==> src/rtl/pww_pkg.sv <==
// Shared types and constants for the proportional word wrap unit.
// Used by pww_ctrl, pww_datapath and proportional_word_wrap_unit.
package pww_pkg;

  localparam int WORD_CHARS_DEF = 32;

  localparam int POS_W      = 12;
  localparam int LW_W       = 10;
  localparam int SW_W       = 6;
  localparam int CW_W       = 6;
  localparam int CH_W       = 8;
  localparam int CFG_IDX_W  = 8;
  localparam int CFG_DATA_W = 10;

  localparam logic [POS_W-1:0] POS_MAX         = 12'd4095;
  localparam logic [LW_W-1:0]  LINE_WIDTH_RST  = 10'd239;
  localparam logic [SW_W-1:0]  SPACE_WIDTH_RST = 6'd6;

  localparam logic [CFG_IDX_W-1:0] REG_LINE_WIDTH  = 8'd0;
  localparam logic [CFG_IDX_W-1:0] REG_SPACE_WIDTH = 8'd1;

  localparam logic [CH_W-1:0] CH_TAB   = 8'h09;
  localparam logic [CH_W-1:0] CH_NL    = 8'h0A;
  localparam logic [CH_W-1:0] CH_SPACE = 8'h20;

  // what an accepted item does to the word store and the line
  typedef enum logic [2:0] {
    K_APPEND,
    K_DROP,
    K_SEP,
    K_SHIFT,
    K_BREAK,
    K_DBLNL,
    K_FLUSH
  } kind_t;

  typedef enum logic [2:0] {
    S_IDLE,
    S_WRD,
    S_WLD,
    S_NL1,
    S_NL2,
    S_FIN
  } state_t;

  typedef struct packed {
    logic accept;     // take the input item, update line state
    logic rd;         // read next word byte from the store
    logic word_last;  // byte being read is the final result
    logic load_word;  // move read byte into the output register
    logic load_nl;    // put a newline into the output register
    logic nl_last;    // that newline is the final result
    logic wr_fin;     // deferred write at the word head
    logic fin_space;  // deferred write is a space, else the held byte
  } cmd_t;

  typedef struct packed {
    kind_t kind;      // decode of the item at the input
    logic  emit_empty;
    logic  emit_one;
    logic  slot_free; // output register can take a byte
  } stat_t;

endpackage

==> src/rtl/pww_ctrl.sv <==
// Controller for the word wrap unit: sequences word emission, newlines
// and the deferred store write. Depends on pww_pkg.
module pww_ctrl (
  input  logic           clk,
  input  logic           rst,
  input  logic           in_valid,
  output logic           in_ready,
  input  pww_pkg::stat_t st,
  output pww_pkg::cmd_t  cmd
);
  import pww_pkg::*;

  state_t state, state_next;
  kind_t  kind_q;

  always_ff @(posedge clk) begin
    if (rst) begin
      state  <= S_IDLE;
      kind_q <= K_APPEND;
    end else begin
      state <= state_next;
      if (state == S_IDLE && in_valid) kind_q <= st.kind;
    end
  end

  always_comb begin
    state_next = state;
    case (state)
      S_IDLE: begin
        if (in_valid) begin
          case (st.kind)
            K_SEP, K_BREAK, K_FLUSH: state_next = S_WRD;
            K_SHIFT, K_DBLNL:        state_next = S_NL1;
            default:                 state_next = S_IDLE;
          endcase
        end
      end
      S_WRD: begin
        if (st.emit_empty) state_next = (kind_q == K_SEP) ? S_FIN : S_NL1;
        else state_next = S_WLD;
      end
      S_WLD: begin
        if (st.slot_free) state_next = S_WRD;
      end
      S_NL1: begin
        if (st.slot_free) begin
          if (kind_q == K_DBLNL) state_next = S_NL2;
          else if (kind_q == K_BREAK) state_next = S_FIN;
          else state_next = S_IDLE;
        end
      end
      S_NL2: begin
        if (st.slot_free) state_next = S_IDLE;
      end
      S_FIN:   state_next = S_IDLE;
      default: state_next = S_IDLE;
    endcase
  end

  always_comb begin
    in_ready      = (state == S_IDLE);
    cmd           = '0;
    cmd.accept    = (state == S_IDLE) && in_valid;
    cmd.rd        = (state == S_WRD) && !st.emit_empty;
    cmd.word_last = st.emit_one && (kind_q == K_SEP);
    cmd.load_word = (state == S_WLD) && st.slot_free;
    cmd.load_nl   = (state == S_NL1 || state == S_NL2) && st.slot_free;
    cmd.nl_last   = (state == S_NL2) || (kind_q != K_DBLNL);
    cmd.wr_fin    = (state == S_FIN);
    cmd.fin_space = (kind_q == K_SEP);
  end

endmodule

==> src/rtl/pww_datapath.sv <==
// Datapath for the word wrap unit: word store ring, line position,
// configuration registers and output register. Depends on pww_pkg.
module pww_datapath #(
  parameter int WORD_CHARS = pww_pkg::WORD_CHARS_DEF
) (
  input  logic                            clk,
  input  logic                            rst,
  input  logic                            cfg_we,
  input  logic [pww_pkg::CFG_IDX_W-1:0]   cfg_index,
  input  logic [pww_pkg::CFG_DATA_W-1:0]  cfg_data,
  input  logic                            in_action,
  input  logic [pww_pkg::CH_W-1:0]        in_char,
  input  logic [pww_pkg::CW_W-1:0]        in_width,
  input  pww_pkg::cmd_t                   cmd,
  output pww_pkg::stat_t                  st,
  output logic                            out_valid,
  input  logic                            out_ready,
  output logic [pww_pkg::CH_W-1:0]        out_char,
  output logic                            out_last,
  output logic                            out_ovf
);
  import pww_pkg::*;

  localparam int PTR_W = $clog2(WORD_CHARS);
  localparam int LEN_W = $clog2(WORD_CHARS + 1);
  localparam logic [PTR_W-1:0] PTR_LAST = PTR_W'(WORD_CHARS - 1);
  localparam logic [LEN_W-1:0] LEN_FULL = LEN_W'(WORD_CHARS);
  localparam logic [LEN_W-1:0] LEN_ONE  = LEN_W'(1);
  localparam logic [LEN_W:0]   W_T      = (LEN_W + 1)'(WORD_CHARS);

  logic [CH_W-1:0]  mem [WORD_CHARS];
  logic [CH_W-1:0]  rd_data;
  logic             rd_last;

  logic [LW_W-1:0]  lw;
  logic [SW_W-1:0]  sw;
  logic [PTR_W-1:0] head;
  logic [LEN_W-1:0] len;
  logic [POS_W-1:0] pos;
  logic [POS_W-1:0] start;
  logic             pending;
  logic             overflow;
  logic [CH_W-1:0]  char_q;
  logic [PTR_W-1:0] emit_ptr;
  logic [LEN_W-1:0] emit_left;

  logic [POS_W:0]   np_sum, sp_sum, sub, diff, tsum, tmod;
  logic [POS_W-1:0] np, sep_pos, shift_pos;
  logic [PTR_W-1:0] tail, head_inc, emit_inc;
  logic             is_sep, wrap;
  kind_t            kind;

  logic             mem_we;
  logic [PTR_W-1:0] mem_wa;
  logic [CH_W-1:0]  mem_wd;

  // position arithmetic, saturating at POS_MAX
  assign np_sum  = {1'b0, pos} + {{(POS_W + 1 - CW_W){1'b0}}, in_width};
  assign np      = (np_sum > {1'b0, POS_MAX}) ? POS_MAX : np_sum[POS_W-1:0];
  assign sp_sum  = {1'b0, pos} + {{(POS_W + 1 - SW_W){1'b0}}, sw};
  assign sep_pos = (sp_sum > {1'b0, POS_MAX}) ? POS_MAX : sp_sum[POS_W-1:0];

  // drop the leading space and the text before the word
  assign sub       = {1'b0, start} + {{(POS_W + 1 - SW_W){1'b0}}, sw};
  assign diff      = {1'b0, np} - sub;
  assign shift_pos = ({1'b0, np} >= sub) ? diff[POS_W-1:0] : '0;

  // ring position after the last buffered byte
  assign tsum = {{(POS_W + 1 - PTR_W){1'b0}}, head} + {{(POS_W + 1 - LEN_W){1'b0}}, len};
  assign tmod = (tsum >= {{(POS_W - LEN_W){1'b0}}, W_T}) ?
                (tsum - {{(POS_W - LEN_W){1'b0}}, W_T}) : tsum;
  assign tail = tmod[PTR_W-1:0];

  assign head_inc = (head == PTR_LAST) ? '0 : head + 1'b1;
  assign emit_inc = (emit_ptr == PTR_LAST) ? '0 : emit_ptr + 1'b1;

  assign is_sep = (in_char == CH_SPACE) || (in_char == CH_TAB) || (in_char == CH_NL);
  assign wrap   = (np >= {{(POS_W - LW_W){1'b0}}, lw});

  always_comb begin
    if (in_action) kind = K_FLUSH;
    else if (pending && in_char == CH_NL) kind = K_DBLNL;
    else if (is_sep) kind = K_SEP;
    else if (wrap) kind = (start != '0) ? K_SHIFT : K_BREAK;
    else if (len >= LEN_FULL) kind = K_DROP;
    else kind = K_APPEND;
  end

  assign st.kind       = kind;
  assign st.emit_empty = (emit_left == '0);
  assign st.emit_one   = (emit_left == LEN_ONE);
  assign st.slot_free  = !out_valid || out_ready;

  // appends go to the tail at accept; the word head is rewritten after emission
  assign mem_we = cmd.wr_fin || (cmd.accept && (kind == K_SHIFT || kind == K_APPEND));
  assign mem_wa = cmd.wr_fin ? head : tail;
  assign mem_wd = cmd.wr_fin ? (cmd.fin_space ? CH_SPACE : char_q) : in_char;

  always_ff @(posedge clk) begin
    if (mem_we) mem[mem_wa] <= mem_wd;
    if (cmd.rd) rd_data <= mem[emit_ptr];
  end

  always_ff @(posedge clk) begin
    if (rst) begin
      lw <= LINE_WIDTH_RST;
      sw <= SPACE_WIDTH_RST;
    end else if (cfg_we) begin
      if (cfg_index == REG_LINE_WIDTH) lw <= cfg_data[LW_W-1:0];
      else if (cfg_index == REG_SPACE_WIDTH) sw <= cfg_data[SW_W-1:0];
    end
  end

  always_ff @(posedge clk) begin
    if (rst) begin
      head      <= '0;
      len       <= '0;
      pos       <= '0;
      start     <= '0;
      pending   <= 1'b0;
      overflow  <= 1'b0;
      emit_ptr  <= '0;
      emit_left <= '0;
      rd_last   <= 1'b0;
    end else if (cmd.accept) begin
      pending   <= (kind == K_SEP) && (in_char == CH_NL);
      emit_ptr  <= head;
      emit_left <= len;
      case (kind)
        K_FLUSH, K_DBLNL: begin
          len   <= '0;
          pos   <= '0;
          start <= '0;
        end
        K_SEP: begin
          start <= pos;
          len   <= LEN_ONE;
          pos   <= sep_pos;
        end
        K_SHIFT: begin
          pos   <= shift_pos;
          start <= '0;
          if (len != '0) head <= head_inc;
          else len <= LEN_ONE;
        end
        K_BREAK: begin
          start <= '0;
          pos   <= {{(POS_W - CW_W){1'b0}}, in_width};
          len   <= LEN_ONE;
        end
        K_DROP:   overflow <= 1'b1;
        K_APPEND: begin
          pos <= np;
          len <= len + 1'b1;
        end
        default: ;
      endcase
    end else if (cmd.rd) begin
      emit_ptr  <= emit_inc;
      emit_left <= emit_left - 1'b1;
      rd_last   <= cmd.word_last;
    end
  end

  always_ff @(posedge clk) begin
    if (cmd.accept) char_q <= in_char;
  end

  always_ff @(posedge clk) begin
    if (rst) begin
      out_valid <= 1'b0;
    end else if (cmd.load_word || cmd.load_nl) begin
      out_valid <= 1'b1;
    end else if (out_ready) begin
      out_valid <= 1'b0;
    end
  end

  // flag is sampled at load so later items cannot change a waiting byte
  always_ff @(posedge clk) begin
    if (cmd.load_word) begin
      out_char <= rd_data;
      out_last <= rd_last;
      out_ovf  <= overflow;
    end else if (cmd.load_nl) begin
      out_char <= CH_NL;
      out_last <= cmd.nl_last;
      out_ovf  <= overflow;
    end
  end

endmodule

==> src/rtl/proportional_word_wrap_unit.sv <==
// Greedy word wrap for a proportional font, one byte per input transfer.
// A buffered byte is sent by a store read, then an output load that waits
// for a free output register; the controller then sees the word done, sends
// any newlines and, where needed, does the head rewrite. The input is not
// ready again until emission ends; a byte that is only buffered or dropped
// does not stall it.
// Reset: synchronous, clears positions, length and flags.
module proportional_word_wrap_unit #(
  parameter int WORD_CHARS = pww_pkg::WORD_CHARS_DEF
) (
  input  logic                            clk,
  input  logic                            rst,
  input  logic                            cfg_valid,
  output logic                            cfg_ready,
  input  logic [pww_pkg::CFG_IDX_W-1:0]   cfg_index,
  input  logic [pww_pkg::CFG_DATA_W-1:0]  cfg_data,
  input  logic                            s_axis_tvalid,
  output logic                            s_axis_tready,
  input  logic [15:0]                     s_axis_tdata,  // char_code[7:0], char_width[13:8]
  input  logic                            s_axis_tuser,  // action
  output logic                            m_axis_tvalid,
  input  logic                            m_axis_tready,
  output logic [7:0]                      m_axis_tdata,  // out_char[7:0]
  output logic                            m_axis_tlast,
  output logic                            m_axis_tuser   // word_overflow
);
  import pww_pkg::*;

  cmd_t  cmd;
  stat_t st;

  assign cfg_ready = 1'b1;

  pww_ctrl u_ctrl (
    .clk      (clk),
    .rst      (rst),
    .in_valid (s_axis_tvalid),
    .in_ready (s_axis_tready),
    .st       (st),
    .cmd      (cmd)
  );

  pww_datapath #(
    .WORD_CHARS (WORD_CHARS)
  ) u_dp (
    .clk       (clk),
    .rst       (rst),
    .cfg_we    (cfg_valid && cfg_ready),
    .cfg_index (cfg_index),
    .cfg_data  (cfg_data),
    .in_action (s_axis_tuser),
    .in_char   (s_axis_tdata[7:0]),
    .in_width  (s_axis_tdata[13:8]),
    .cmd       (cmd),
    .st        (st),
    .out_valid (m_axis_tvalid),
    .out_ready (m_axis_tready),
    .out_char  (m_axis_tdata),
    .out_last  (m_axis_tlast),
    .out_ovf   (m_axis_tuser)
  );

  a_load_free: assert property (@(posedge clk) disable iff (rst)
    (cmd.load_word || cmd.load_nl) |-> st.slot_free)
    else $error("output register loaded while occupied");

  a_rd_gap: assert property (@(posedge clk) disable iff (rst)
    cmd.rd |=> !cmd.rd)
    else $error("store read not followed by output load");

  a_quiet_item: assert property (@(posedge clk) disable iff (rst)
    (s_axis_tvalid && s_axis_tready && (st.kind == K_APPEND || st.kind == K_DROP))
    |=> s_axis_tready)
    else $error("buffered byte stalled the input");

  a_flush_busy: assert property (@(posedge clk) disable iff (rst)
    (s_axis_tvalid && s_axis_tready && st.kind == K_FLUSH) |=> !s_axis_tready)
    else $error("flush did not start emission");

endmodule

==> config.mk <==
export PLATFORM = sky130hd
export DESIGN_NAME = proportional_word_wrap_unit
export DESIGN_NICKNAME = d
export VERILOG_FILES = /design/src/rtl/pww_pkg.sv /design/src/rtl/pww_ctrl.sv /design/src/rtl/pww_datapath.sv /design/src/rtl/proportional_word_wrap_unit.sv
export SDC_FILE = /design/constraint.sdc
export NUM_CORES = 1
export LEC_CHECK = 0
export CORE_UTILIZATION = 65
export CTS_BUF_LIST = sky130_fd_sc_hd__clkbuf_2 sky130_fd_sc_hd__clkbuf_4 sky130_fd_sc_hd__clkbuf_8
export DETAILED_ROUTE_END_ITERATION = 16
export DONT_BUFFER_PORTS = 1
export PLACE_DENSITY = 0.93
export RECOVER_POWER = 100
export SYNTH_ARGS = -nofsm -noshare
export SYNTH_HDL_FRONTEND = slang
export SYNTH_SLANG_ARGS = --single-unit
==> constraint.sdc <==
create_clock -name clk -period 9.82 [get_ports clk]
set_clock_uncertainty 0.2 [all_clocks]
set_input_delay 0.982 -clock clk [delete_from_list [all_inputs] [get_ports clk]]
set_output_delay 0.982 -clock clk [all_outputs]
set_load 0.05 [all_outputs]
==> impl_metrics.yaml <==
power:
  seq_power_share: 0.543
  p_sw_mw: 0.703
  power_density_mw_per_mm2: 173
  p_clk_frac: 0.399
  swShare: 0.231
  p_leak_nw: 5.82
  peakVddDrop_mv: 0.133
  pwr-share-comb: 0.059
  p_int_mw: 2.34
placement:
  place.gp.congestion: 0.971
  dp_hpwl_um: 25800
  port_buffers: 0
  dpl_cell_area_mm2: 0.0166
  dp_worst_setup_slack_ps: 3240
die:
  start_util: 0.669
  die_y_um: 161
  die_w_um: 161
  core_mm2: 0.0245
  design.die.area_mm2: 0.0258
  io_pins: 53
  row_count: 57
setup_path:
  worstPathMaxFanout: 17
  timing.critical_path.mode_cell: "o21ai_0"
  cp.buffers_inverters: 1
  cp.required_ps: 10170
  r2r_cells: 17
  crit_cells: 17
  cp_cell_sequence: "ha_1, inv_1, fa_1, nor2b_1, o21bai_1, nand2_1, nand3_1, o21ai_0, ha_1, a211oi_1, o21ai_0, a2111oi_0, o21ai_0, nor4_1, a221oi_1, a311oi_1, a221o_1"
  startpoint: "u_dp.pos[0]"
  max_stage_delay_ps: 2310
  startpoint_type: "flip-flop"
  r2r-start: "u_dp.pos[0]"
  worst_ep_arrival_time_ps: 7730
  cp_slowest_cell: "nor4_1"
  worstSetupEndpointType: "flip-flop"
  crit_type: "reg2reg"
  cp-endpoint: "u_dp.pos[8]"
  crit_family: "simple AND/OR/NAND/NOR gates"
  r2r_setup_slack_ps: 2440
  regToRegEndpoint: "u_dp.pos[8]"
timing:
  max_freq_mhz: 135
  layout_setup_ws_ps: 2440
  fin_tns_setup_ps: 0
  worst_pin_slew_ps: 3660
  min_period_ps: 7380
  drv_slew: 125
  relSlewSlack: -1.44
  fin_crit_sh: 0.752
  finalSetupViolations: 0
  rsz0062_at_grt: "false"
  hold_viol_final: 0
final_layout:
  syn_to_final_growth_pct: 7.63
  layout-drive-gt1-share: 0.158
  design_area_mm2: 0.0176
  num_antenna_cells: 0
  num-nets-final: 1265
  register_area_mm2: 0.00991
  multi_input_area_mm2: 0.00604
  utilization: 0.720
  final.fill_count: 1416
clock_network:
  cts_buffers: 54
  hold_buffers: 0
  clk_latency_ps: 610
  clk_pin_slew_ps: 60
  cts_setup_buffers: 0
  root_buffer: "clkbuf_8"
  cts_tree: "done"
  cts_max_level: 2
  cts_sinks: 354
  cts_resized: 0
  cts_buffer_depth: 3
routing:
  vias: 10600
  drt_iter0_markers: 1544
  wire_per_inst_um: 25.0
  drc: 0
  viasPerCell: 6.88
  detail_route.first_pass.iterations: 9
  totalWireLength_um: 38500
  drt.antenna.violating_nets: 0
synth:
  synth_top_cell_area_share: 0.518
  yosysWarnings: 0
  synthCells: 1162
  syn_nets: 1259
  synthTopCellsByCount: "edfxtp_1 (282), nor2_1 (113), mux4_2 (80)"
  synth.most_common_cell: "edfxtp_1"
  ys_seq_area_frac: 0.606
  ys_top_cells_by_area: "edfxtp_1 (52%), mux4_2 (11%), dfxtp_1 (8.8%), ha_1 (4.0%), nor2_1 (2.6%)"
  synth_ff_type: "edfxtp_1"
  syn_area_per_cell_um2: 14.1
  ys_types: 78
  synth.largest_area_cell: "edfxtp_1"
  syn_area_mm2: 0.0164
  synth.ff_latch_count: 354
  async_reset_ff_frac: 0
  synth_edf_count: 282
global_route:
  grt_max_degree: 61
  grt.overflow.total: 0
  grt_use_total: 0.309
  grt_first_pass_wirelength_um: 60100
  grt_pass1_vias: 10500
  antenna_found_initial: 0
flow_run:
  maxCapViolCount: 5
status:
  outcome: "complete, but fails checks"
  failed_checks: "capacitance limit, slew limit"
hold_path:
  hold_class: "in2reg"
-- through the flow --
stage,hold slack [ps],total power [mW],cells
CTS,222,3.05,1536
global route,234,3.14,1536
finish,242,3.05,1536
detailed placement,251,1.86,1436
floorplan,209,1.81,1162
global placement,253,1.85,1436
-- worst min path at each step --
stage	from	to	slack [ps]	depth (start not counted)
floorplan	u_dp.overflow	u_dp.out_ovf	210	0
global placement	u_dp.overflow	u_dp.out_ovf	250	0
detailed placement	u_dp.overflow	u_dp.out_ovf	250	0
CTS	rst	u_dp.emit_ptr[1]	220	1
global route	rst	u_dp.emit_left[1]	230	1
finish	rst	u_ctrl.kind_q[2]	240	1
-- per-layer routing --
layer,track usage,vias up,share of wire
li1,-,4574,-
met4,0.129,0,0.036
met5,0,-,0
met1,0.424,5110,0.37
met2,0.485,757,0.48
met3,0.0656,133,0.12
-- final cells by class --
type                       instances  share of cell area
sequential                       354               0.563
tap                              324              0.0230
multi-input combinational        720               0.343
clock inverter                    17             0.00590
clock buffer                      83              0.0560
inverter                          35             0.00746
timing repair buffer               3             0.00107
-- power groups by stage --
stage          registers [mW]  logic (mW)  clock network [mW]
2_1_floorplan            1.68       0.136                   0
3_3_place_gp             1.68       0.166                   0
3_5_place_dp             1.68       0.175                   0
4_1_cts                  1.65       0.176                1.22
5_1_grt                  1.65       0.193                1.29
6_report                 1.65       0.179                1.21
-- state kept, by name, indices dropped and copies added (netlist names), 8 cells and up --
| register | count |
|---|---|
| u_dp.lw | 10 |
| u_dp.mem | 256 |
| u_dp.char_q | 8 |
| u_dp.pos | 12 |
| u_dp.rd_data | 8 |
| u_dp.out_char | 8 |
| u_dp.start | 12 |
-- cells by family (layout without fill, tap and decap cells) --
kind of cell,count (synthesis),count (layout),share of synthesized area
compound gates,221,221,0.0940
xor+xnor,32,32,0.0171
fa+ha+maj,57,57,0.0459
buf+inv,88,138,0.0213
flops,354,354,0.606
mux,105,105,0.126
other cells,1,1,0.000229
simple gates,304,304,0.0890
-- worst register-to-register path, stage by stage (launching register included) --
cell	delay [ps]
dfxtp_1	400
ha_1	200
inv_1	60
fa_1	380
nor2b_1	200
o21bai_1	160
nand2_1	210
nand3_1	250
o21ai_0	380
ha_1	370
a211oi_1	180
o21ai_0	120
a2111oi_0	630
o21ai_0	320
nor4_1	2310
a221oi_1	240
a311oi_1	530
a221o_1	170
-- cells in the final DEF, fill, tap and decap left out, types with 7 or more instances in the layout --
cell type  instances
edfxtp_1         282
nor2_1           114
mux4_2            80
dfxtp_1           71
nand2_1           69
a21oi_1           60
clkbuf_8          58
ha_1              52
inv_1             33
nand3_1           27
o21ai_0           27
clkbuf_4          25
nor3_1            22
xnor2_1           22
a22oi_1           17
a31oi_1           14
a21o_1            13
mux2i_1           13
clkinv_1          10
xor2_1            10
nor2b_1            9
nand4_1            9
a211oi_1           9
nand2b_1           9
nor4_1             9
a221oi_1           8
o211ai_1           8
o21bai_1           7
and3_1             7
a22o_1             7
(Power assumes the default switching activity.)
